<file path="src/mpss_pkg.sv">
// ============================================================================
// mpss_pkg - shared types and constants of the signature scanner
// Signature text, start/end masks of the match vector, character codes and
// the verdict encoding used by the step logic and the top level.
// ============================================================================
`default_nettype none

package mpss_pkg;

	// Signature list, laid end to end; one match bit per signature character
	localparam int SIG_COUNT      = 13;
	localparam int SIG_CHAR_TOTAL = 100;

	localparam int SIG_LEN [SIG_COUNT] = '{7, 8, 11, 9, 12, 10, 11, 11, 7, 8, 2, 2, 2};

	// First character sits in the top byte
	localparam logic [8*SIG_CHAR_TOTAL-1:0] SIG_TEXT = {
		"<script", "</script", "javascript:", "vbscript:",
		"union select", "drop table", "insert into", "delete from",
		" or 1=1", " and 1=1", "--", "/*", "*/"
	};

	// Character codes
	localparam logic [7:0] CHAR_TAB     = 8'h09;
	localparam logic [7:0] CHAR_LF      = 8'h0A;
	localparam logic [7:0] CHAR_CR      = 8'h0D;
	localparam logic [7:0] CHAR_SPACE   = 8'h20;
	localparam logic [7:0] CHAR_UPPER_A = 8'h41;
	localparam logic [7:0] CHAR_UPPER_Z = 8'h5A;
	localparam logic [7:0] CASE_OFFSET  = 8'h20;

	typedef enum logic [1:0] {
		VERDICT_SAFE  = 2'd0,
		VERDICT_CTRL  = 2'd1,
		VERDICT_MATCH = 2'd2
	} verdict_t;

	// Bit i set: prefix of length (i - signature start + 1) is a suffix of the input
	typedef logic [SIG_CHAR_TOTAL-1:0] match_vec_t;

	typedef struct packed {
		match_vec_t act;
		verdict_t   verdict;
	} scan_state_t;

	// Mark the first (want_last = 0) or last character of every signature
	function automatic match_vec_t sig_edge_mask(input logic want_last);
		match_vec_t m;
		int pos;
		m   = '0;
		pos = 0;
		for (int k = 0; k < SIG_COUNT; k++) begin
			if (want_last) begin
				m[pos + SIG_LEN[k] - 1] = 1'b1;
			end else begin
				m[pos] = 1'b1;
			end
			pos += SIG_LEN[k];
		end
		return m;
	endfunction

	localparam match_vec_t SIG_FIRST = sig_edge_mask(1'b0);
	localparam match_vec_t SIG_LAST  = sig_edge_mask(1'b1);

	// Character at position i of the concatenated signature text
	function automatic logic [7:0] sig_char(input int i);
		return SIG_TEXT[8*(SIG_CHAR_TOTAL-1-i) +: 8];
	endfunction

endpackage

`default_nettype wire

</file>
<file path="src/multi_pattern_signature_scanner.sv">
// ============================================================================
// multi_pattern_signature_scanner - streaming signature and control check
// Scans a string byte by byte for thirteen attack signatures, case folded.
// ============================================================================
// Usage:
//   Input channel (in_valid / in_stall): one byte per item in data_byte,
//   final_byte high on the last byte of a string.
//   Output channel (out_valid / out_stall): one result per byte. verdict is
//   0 while the string looks safe, 1 once a bad control byte was seen, 2 once
//   a signature matched; it holds until the end of the string. string_done
//   repeats final_byte and closes the string.
//   Each byte passes an input register, then the result register. One
//   item per cycle is sustained while out_stall is low; the match vector
//   and verdict are computed from the registered byte.
//   While out_stall is high with a result waiting, one more item is taken
//   into the input register, then in_stall rises until the result leaves.
//   Reset clears both stages, the match vector and the verdict; the scanner
//   starts at the beginning of a string. After each final byte it does so
//   again.
// ============================================================================
`default_nettype none

module multi_pattern_signature_scanner (
	input  logic       clk,
	input  logic       arst_n,
	input  logic       in_valid,
	output logic       in_stall,
	input  logic [7:0] data_byte,
	input  logic       final_byte,
	output logic       out_valid,
	input  logic       out_stall,
	output logic [1:0] verdict,
	output logic       string_done
);
	import mpss_pkg::*;

	logic        valid_s1;
	logic [7:0]  data_byte_s1;
	logic        final_byte_s1;
	logic        valid_s2;
	verdict_t    verdict_s2;
	logic        string_done_s2;
	scan_state_t state_q;
	scan_state_t state_nxt;
	logic        out_free;
	logic        adv;

	// Handshake: result register frees up when empty or being taken
	assign out_free = !valid_s2 || !out_stall;
	assign adv      = valid_s1 && out_free;
	assign in_stall = valid_s1 && !out_free;

	// Input register
	always_ff @(posedge clk or negedge arst_n) begin
		if (!arst_n) begin
			valid_s1 <= 1'b0;
		end else if (!in_stall) begin
			valid_s1 <= in_valid;
		end
	end

	always_ff @(posedge clk) begin
		if (in_valid && !in_stall) begin
			data_byte_s1  <= data_byte;
			final_byte_s1 <= final_byte;
		end
	end

	mpss_step u_step (
		.data_byte (data_byte_s1),
		.cur       (state_q),
		.nxt       (state_nxt)
	);

	// Scan state and result register
	always_ff @(posedge clk or negedge arst_n) begin
		if (!arst_n) begin
			valid_s2 <= 1'b0;
			state_q  <= '{act: '0, verdict: VERDICT_SAFE};
		end else begin
			if (out_free) begin
				valid_s2 <= valid_s1;
			end
			if (adv) begin
				if (final_byte_s1) begin
					state_q <= '{act: '0, verdict: VERDICT_SAFE};
				end else begin
					state_q <= state_nxt;
				end
			end
		end
	end

	always_ff @(posedge clk) begin
		if (adv) begin
			verdict_s2     <= state_nxt.verdict;
			string_done_s2 <= final_byte_s1;
		end
	end

	assign out_valid   = valid_s2;
	assign verdict     = verdict_s2;
	assign string_done = string_done_s2;

	// Checks
	a_stall_only_full: assert property (@(posedge clk) disable iff (!arst_n)
		in_stall |-> valid_s1)
		else $error("in_stall raised with an empty input register");

	a_clear_after_final: assert property (@(posedge clk) disable iff (!arst_n)
		(adv && final_byte_s1) |=> (state_q.verdict == VERDICT_SAFE && state_q.act == '0))
		else $error("scan state not cleared after final byte");

	a_verdict_sticky: assert property (@(posedge clk) disable iff (!arst_n)
		(adv && !final_byte_s1 && state_q.verdict != VERDICT_SAFE)
		|=> (state_q.verdict == $past(state_q.verdict)))
		else $error("verdict changed inside a string");

	a_result_tracks_hold: assert property (@(posedge clk) disable iff (!arst_n)
		(adv && !final_byte_s1) |=> (verdict_s2 == state_q.verdict))
		else $error("result verdict differs from held verdict");

endmodule

`default_nettype wire

</file>
<file path="src/mpss_step.sv">
// ============================================================================
// mpss_step - next-state logic for one byte
// Classifies the byte, folds case and advances the bit-parallel match
// vector; a completed signature or a bad control byte sets the verdict.
// ============================================================================
`default_nettype none

module mpss_step (
	input  logic [7:0]            data_byte,
	input  mpss_pkg::scan_state_t cur,
	output mpss_pkg::scan_state_t nxt
);
	import mpss_pkg::*;

	logic       bad_ctrl;
	logic       high_byte;
	logic [7:0] folded;
	match_vec_t prev;
	match_vec_t hit;

	// Byte classification and case folding
	always_comb begin
		bad_ctrl  = (data_byte < CHAR_SPACE) && (data_byte != CHAR_TAB) &&
		            (data_byte != CHAR_LF) && (data_byte != CHAR_CR);
		high_byte = data_byte[7];
		if (data_byte >= CHAR_UPPER_A && data_byte <= CHAR_UPPER_Z) begin
			folded = data_byte + CASE_OFFSET;
		end else begin
			folded = data_byte;
		end
	end

	// Each bit extends its predecessor; signature starts always may begin
	always_comb begin
		prev = {cur.act[SIG_CHAR_TOTAL-2:0], 1'b1};
		for (int i = 0; i < SIG_CHAR_TOTAL; i++) begin
			hit[i] = (folded == sig_char(i)) && (SIG_FIRST[i] || prev[i]);
		end
	end

	// Sticky verdict: once set, the rest of the string is ignored
	always_comb begin
		nxt = cur;
		if (cur.verdict == VERDICT_SAFE) begin
			if (bad_ctrl) begin
				nxt.verdict = VERDICT_CTRL;
			end else if (high_byte) begin
				nxt.act = '0;
			end else begin
				nxt.act = hit;
				if (|(hit & SIG_LAST)) begin
					nxt.verdict = VERDICT_MATCH;
				end
			end
		end
	end

endmodule

`default_nettype wire
</file>
<file path="config.mk">
export PLATFORM = sky130hd
export DESIGN_NAME = multi_pattern_signature_scanner
export DESIGN_NICKNAME = d
export VERILOG_FILES = /design/src/mpss_pkg.sv /design/src/multi_pattern_signature_scanner.sv /design/src/mpss_step.sv
export SDC_FILE = /design/constraint.sdc
export NUM_CORES = 1
export LEC_CHECK = 0
export BUFFER_PORTS_ARGS = -buffer_cell sky130_fd_sc_hd__buf_2
export CAP_MARGIN = 40
export CORE_ASPECT_RATIO = 0.9
export CORE_UTILIZATION = 42
export CTS_CLUSTER_SIZE = 20
export DETAILED_ROUTE_END_ITERATION = 8
export PLACE_DENSITY = 0.58
export SYNTH_ARGS = -nofsm -noshare
export SYNTH_HDL_FRONTEND = slang
export SYNTH_HIERARCHICAL = 1
export SYNTH_SLANG_ARGS = --single-unit
</file>
<file path="constraint.sdc">
create_clock -name clk -period 3.33 [get_ports clk]
set_input_delay 0.8325 -clock clk [delete_from_list [all_inputs] [get_ports clk]]
set_output_delay 0.8325 -clock clk [all_outputs]
set_load 0.005 [all_outputs]
</file>
# == Word-level counts from Yosys, hierarchy flattened ==
# Cells that the tools add are included.
# classes
addsub,1
n_mul,0
div_mod_pow,0
magnitude_cmp,3
n_eq_ne,30
shift,0
n_mux,8
bitwise_logic,0
reduce_logical,103
# op_table
op,count
101-bit two-way mux,2
99-bit two-way mux,2
"8-bit by 7-bit equality test with 1-bit output, second input constant",18
1-bit logical AND,94
"8-bit by 6-bit equality test with 1-bit output, second input constant",8
"8-bit by 4-bit inequality test with 1-bit output, second input constant",3
13-bit OR reduction,1
"8-bit by 6-bit adder with 8-bit output, second input constant",1
"8-bit by 7-bit greater-or-equal comparator with 1-bit output, second input constant",1
"8-bit by 7-bit <= comparator with 1-bit output, second input constant",1
"8-bit by 6-bit < comparator with 1-bit output, second input constant",1
8-bit two-way mux,1
2-bit two-way mux,3
1-bit zero test,4
3-bit AND reduction,1
2-bit zero test,1
"2-bit inequality test, second input constant",1
2-bit nonzero test,1
1-bit logical OR,1
# totals
ff_bits,115
latch_bits,0
mem_bits_rw,0
romBits,0
output_inout_bits,5
elab_cells,153
mem_count,0

# == Depth between registers and ports, before layout ==
# Gate-level depths: netlist of run 1.
# depth
word_depth,11
mapped_depth,11
mapped_depth_nobuf,9

# == Modules after synthesis ==
# Netlist of run 1, hierarchy kept.
# by_module_without_submodules
mod,instances,cells_per_inst,area_per_inst_um2
multi_pattern_signature_scanner,1,348,5281.3
mpss_step,1,293,1851.8

# == Least setup slack after synthesis of run 1 ==
# Ideal clock, no wire load.
# synth_timing
path_kind,register to register
start,reg data_byte_s1[0]
end,reg state_q[89] in the netlist's numbering
setup_ns,0.064
arrival_ns,2.653
path_slack_ns,0.613
stages_incl_launch_ff,10
n_path_buf,2
period_less_slack_ns,2.717
path_cell_list,edfxtp_1 buf_6 or4_4 o41a_1 o21ba_4 nor4_4 buf_6 a32o_1 nor2b_1 mux2_4
# synth_rtl
element,line_no,text
start: declaration,multi_pattern_signature_scanner.sv:38,logic [7:0] data_byte_s1;
start signal: assignment,multi_pattern_signature_scanner.sv:64,data_byte_s1 <= data_byte;
end signal: assignment,multi_pattern_signature_scanner.sv:79,"state_q <= '{act: '0, verdict: VERDICT_SAFE};"
end signal: assignment,multi_pattern_signature_scanner.sv:86,"state_q <= '{act: '0, verdict: VERDICT_SAFE};"
end signal: assignment,multi_pattern_signature_scanner.sv:88,state_q <= state_nxt;
end: declaration,multi_pattern_signature_scanner.sv:43,scan_state_t state_q;

==> results of run 1 <==
## flip-flops by register name (all words and copies together), names as in the netlist
register and cells:
data_byte_s1 8, final_byte_s1 1, state_q 89, string_done 1, valid_s1 1, out_valid 1
verdict 2
## through the flow
| stage | setup slack (ns) | instance area (um^2) | hold WS [ns] | total power, mW |
|---|---|---|---|---|
| finish | 0.3289 | 6953 | 0.4635 | 2.720 |
| global route | 0.1492 | 6953 | 0.4953 | 2.828 |
| CTS | 0.3661 | 6953 | 0.4701 | 2.744 |
| detailed placement | 0.3805 | 6665 | 0.4600 | 1.696 |
| global placement | 0.4290 | 6638 | 0.4355 | 1.685 |
| floorplan | 0.6438 | 6400 | 0.4516 | 1.604 |
## per-layer routing
metal | vias to the layer above | wire (um) | track usage
met3 | 9 | 845 | 0.05832
met5 | - | 0 | 0
met4 | 0 | 142 | 0.05160
met2 | 106 | 6532 | 0.3099
li1 | 2092 | - | -
met1 | 2273 | 7416 | 0.2847
## final cells by class
type | count | area, um^2
Fill cell | 1390 | 7866
Multi-Input combinational cell | 417 | 3397
Sequential cell | 103 | 2638
Timing Repair Buffer | 44 | 360.3
Clock buffer | 12 | 257.7
Tap cell | 198 | 247.7
Clock inverter | 4 | 30.03
Inverter | 6 | 22.52
## worst register-to-register path: cells and delay by family (launching register included)
kind             cells  cell delay (ns)
flip-flops           1             0.56
AO/OA/AOI/OAI        2             0.72
AND/OR/NAND/NOR      4             1.53
multiplexers         1             0.14
## where the power goes
group,switching [mW],internal (mW),leakage (nW),total (mW)
clock network,0.494,0.555,0.138,1.05
logic,0.254,0.110,1.50,0.364
registers,0.0191,1.29,1.38,1.31
## worst paths after layout
path | to | start | cells after the start
min in group asynchronous | state_q[85] | arst_n | 1
worst max-delay path | state_q[96] | data_byte_s1[2] | 7
max in group asynchronous | state_q[22] | arst_n | 2
worst max register to register | state_q[96] | data_byte_s1[2] | 7
worst min register to register | string_done | final_byte_s1 | 0
worst min-delay path | string_done | final_byte_s1 | 0
==> results.sh, run 1 <==
export IMPL_setup_viol=0
export IMPL_clk_pin_slew_worst_paths_ns=0.07
export IMPL_avgSynthCellArea_um2=11.11
export IMPL_place_inst=768
export IMPL_grt_pass1_vias=4515
export IMPL_postSynthNetCount=591
export IMPL_die_x_um=132.1
export IMPL_grt_max_degree=80
export IMPL_ctsResizeCount=0
export IMPL_crit_chain="nand4bb_1 -> o221a_2 -> or3_4 -> or3_1 -> o41ai_1 -> nor2b_1 -> mux2_4"
export IMPL_row_count=42
export IMPL_start_util=0.4319
export IMPL_hold_violations=0
export IMPL_final_common_cell="dfrtp_1"
export IMPL_groute_usage_overall=0.2041
export IMPL_endpoint_kind="register"
export IMPL_skew_ns=0.008544
export IMPL_start_kind="register"
export IMPL_period_minus_slack_ns=3.001
export IMPL_outcome="complete, no violations"
export IMPL_clockRootBuffer="clkbuf_16"
export IMPL_critPathTopFamily="simple AND/OR/NAND/NOR gates"
export IMPL_p_leak_nw=3.015
export IMPL_cts_tree="built"
export IMPL_dr_pass1_iters=5
export IMPL_layout_common_cells="91 x dfrtp_1, 89 x nor2b_1, 61 x mux2_4"
export IMPL_antenna_cells=0
export IMPL_first_iter_violations=289
export IMPL_tightest_slew_ns=0.8428
export IMPL_core_area_mm2=0.01482
export IMPL_instances_no_fill=784
export IMPL_rsz0062_at_grt="false"
export IMPL_wirelength_um=14940
export IMPL_via_per_inst=5.714
export IMPL_cp_required_ns=3.63
export IMPL_vias=4480
export IMPL_max_cap_viol_count=0
export IMPL_ant_nets=0
export IMPL_reg2reg_setup_slack_ns=0.33
export IMPL_final_nets=596
export IMPL_worstPathArrival_ns=3.30
export IMPL_htreeDepth=3
export IMPL_setup_worst_path_class="register to register"
export IMPL_crit_path_top_delay_cell="edfxtp_1"
export IMPL_fmax_mhz=333.2
export IMPL_place_gp_congestion=0.9272
export IMPL_dpl_hpwl_um=9356
export IMPL_mappedNetlistArea_mm2=0.006400
export IMPL_area_delta_synth_final_pct=8.641
export IMPL_die_area_mm2=0.01574
export IMPL_peakVddDrop_mv=0.2777
export IMPL_clk_latency_ns=0.36
export IMPL_relSlewSlack=0.4361
export IMPL_finish_utilization=0.4692
export IMPL_wl_per_cell_um=19.05
export IMPL_worst_path_buf_inv=0
export IMPL_cts_buffers=9
export IMPL_hold_class="register to register"
export IMPL_antenna_found_initial=0
export IMPL_ctsHoldBuffers=0
export IMPL_fin_crit_sh=0.9012
export IMPL_post_cts_buffers=0
export IMPL_grt_pass1_wl_um=24850
export IMPL_critPathMaxStageDelay_ns=0.56
export IMPL_clock_sinks=103
export IMPL_io_buffers=17
export IMPL_die_h_um=119.1
export IMPL_grt_overflow=0
export IMPL_fin_setup_tns_ns=0
export IMPL_cts_buffer_depth=2
export IMPL_slew_violations=0
export IMPL_cp_max_fo=16
export IMPL_powerDensity_mw_per_mm2=391.3
export IMPL_ios=18
export IMPL_drc=0
export IMPL_syn_inst=576
export IMPL_yosys_warnings=6
export IMPL_drive_gt1_frac=0.2782
Note: power is estimated with default switching activity, not from simulation.
==> run 2: changes to the inputs <==
--- a/config.mk
+++ b/config.mk
@@ -12,6 +12,7 @@
 export CTS_CLUSTER_SIZE = 20
 export DETAILED_ROUTE_END_ITERATION = 8
 export PLACE_DENSITY = 0.58
+export RECOVER_POWER = 100
 export SYNTH_ARGS = -nofsm -noshare
 export SYNTH_HDL_FRONTEND = slang
 export SYNTH_HIERARCHICAL = 1
==> run 2 against run 1 <==
  * The flow now finishes with violations (max-capacitance violations, max-slew violations)
  * Critical path type unchanged
  * Core utilization is 1.7 points lower
  * Worst hold slack hardly changed
  * Non-clock buffer count stayed put
  * Largest power group unchanged
  * Die area stayed put
  * Sequential share of layout area is 1.4 points higher
  * Combinational power is 5.8% lower
  * Critical path depth is 1 higher
  * First-iteration DRC count is 0.69% lower
  * Power is 0.83% lower
  * Sequential power hardly changed
==> results.sh, run 2 (synthesized netlist as in run 1, its figures left out) <==
export IMPL_outcome="finished, violations left"
export IMPL_violations="max-capacitance violations, max-slew violations"
export IMPL_antenna_found_initial=0
export IMPL_clk_latency_ns=0.36
export IMPL_setup_worst_path_class="register to register"
export IMPL_htreeDepth=3
export IMPL_p_leak_nw=2.950
export IMPL_post_cts_buffers=0
export IMPL_crit_path_top_delay_cell="or4_4"
export IMPL_dpl_hpwl_um=9356
export IMPL_groute_usage_overall=0.2041
export IMPL_ctsHoldBuffers=0
export IMPL_clock_sinks=103
export IMPL_rr_startpoint="data_byte_s1[1]"
export IMPL_start_kind="register"
export IMPL_critPathMaxStageDelay_ns=0.63
export IMPL_die_area_mm2=0.01574
export IMPL_finish_utilization=0.4521
export IMPL_drive_gt1_frac=0.1758
export IMPL_netSwitchingFraction=0.2804
export IMPL_cp_max_fo=13
export IMPL_fin_setup_tns_ns=0
export IMPL_ios=18
export IMPL_cp_required_ns=3.64
export IMPL_hold_class="register to register"
export IMPL_area_delta_synth_final_pct=4.692
export IMPL_dr_pass1_iters=5
export IMPL_fin_crit_sh=0.9190
export IMPL_rsz0062_at_grt="false"
export IMPL_ant_nets=0
export IMPL_p_int_mw=1.941
export IMPL_final_nets=596
export IMPL_relSlewSlack=-0.3913
export IMPL_period_minus_slack_ns=3.060
export IMPL_ctsResizeCount=0
export IMPL_first_iter_violations=287
export IMPL_row_count=42
export IMPL_drc=0
export IMPL_vias=4460
export IMPL_slew_violations=11
export IMPL_cts_tree="built"
export IMPL_largest_register_ffs=89
export IMPL_tightest_slew_ns=2.068
export IMPL_clk_pin_slew_worst_paths_ns=0.07
export IMPL_power_frac_clock=0.389
export IMPL_setup_viol=0
export IMPL_sequentialPowerShare=0.484
export IMPL_core_area_mm2=0.01482
export IMPL_grt_pass1_wl_um=24850
export IMPL_clockRootBuffer="clkbuf_16"
export IMPL_place_gp_congestion=0.9272
export IMPL_top_register="state_q"
export IMPL_cts_buffer_depth=2
export IMPL_p_comb_frac=0.127
export IMPL_worstPathArrival_ns=3.37
export IMPL_hold_worst_slack_ns=0.4632
export IMPL_grt_max_degree=80
export IMPL_io_buffers=17
export IMPL_cts_buffers=9
export IMPL_start_util=0.4319
export IMPL_die_x_um=132.1
export IMPL_crit_chain="or4_4 -> o41a_1 -> o21ba_4 -> nor4_1 -> buf_4 -> a22o_1 -> nor2b_1 -> mux2_4"
export IMPL_peakVddDrop_mv=0.2553
export IMPL_powerDensity_mw_per_mm2=402.6
export IMPL_max_cap_viol_count=1
export IMPL_grt_pass1_vias=4515
export IMPL_grt_overflow=0
export IMPL_skew_ns=0.007067
export IMPL_antenna_cells=0
export IMPL_hold_violations=0
export IMPL_fmax_mhz=326.8
export IMPL_wirelength_um=14920
export IMPL_endpoint_kind="register"
export IMPL_final_common_cell="dfrtp_1"
export IMPL_timing_critical_path_from="data_byte_s1[1]"
export IMPL_power_switching_mw=0.7564
export IMPL_layout_common_cells="91 x dfrtp_1, 89 x nor2b_1, 55 x mux2_1"
export IMPL_via_per_inst=5.689
export IMPL_die_h_um=119.1
export IMPL_fillers=1445
export IMPL_hp_start="final_byte_s1"
export IMPL_wl_per_cell_um=19.04
## run 2: cell count changes in the layout (fill, tap and decap cells not counted), sizes merged
cell | before | now
clkbuf | 12 | 17
buf | 44 | 39
## run 2: critical path, delay by kind of cell, from the launching register on
| family | cells | cell delay [ns] |
|---|---|---|
| AO/OA/AOI/OAI | 3 | 0.69 |
| buffers and inverters | 1 | 0.24 |
| flip-flops | 1 | 0.58 |
| multiplexers | 1 | 0.16 |
| AND/OR/NAND/NOR | 3 | 1.32 |
## run 2: stage by stage
stage | setup WS, ns | cell area, um^2 | power, mW | std cells
floorplan | 0.6438 | 6400 | 1.604 | 576
global placement | 0.4290 | 6638 | 1.685 | 767
detailed placement | 0.3805 | 6665 | 1.696 | 768
CTS | 0.3661 | 6953 | 2.744 | 784
global route | 0.1056 | 6700 | 2.804 | 784
finish | 0.2698 | 6700 | 2.698 | 784
## run 2: routing by layer
| layer | GRT usage | share of wire |
|---|---|---|
| met1 | 0.2847 | 0.50 |
| met2 | 0.3099 | 0.43 |
| met3 | 0.05832 | 0.053 |
| met4 | 0.05160 | 0.0095 |
| met5 | 0 | 0 |
## run 2: path summary, 6_finish.rpt
check,end,slack (ns),depth (start not counted)
hold reg to reg,string_done,0.46,0
hold / removal,string_done,0.46,0
setup / recovery,state_q[30],0.27,8
setup reg to reg,state_q[30],0.27,8
max in group asynchronous,state_q[0],0.82,2
min in group asynchronous,state_q[93],0.72,1
## run 2: final cells by class
class,count,area [um^2],area share
Timing Repair Buffer,44,337.8,0.05042
Inverter,6,22.52,0.003361
Clock inverter,4,30.03,0.004482
Multi-Input combinational cell,417,3167,0.4726
Tap cell,198,247.7,0.03697
Sequential cell,103,2638,0.3937
Clock buffer,12,257.7,0.03847
## run 2: power by group through the flow
| stage | clock network, mW | logic [mW] | registers [mW] |
|---|---|---|---|
| floorplan | 0 | 0.281 | 1.32 |
| global placement | 0 | 0.355 | 1.33 |
| detailed placement | 0 | 0.364 | 1.33 |
| CTS | 1.07 | 0.364 | 1.31 |
| global route | 1.13 | 0.369 | 1.31 |
| finish | 1.05 | 0.343 | 1.31 |
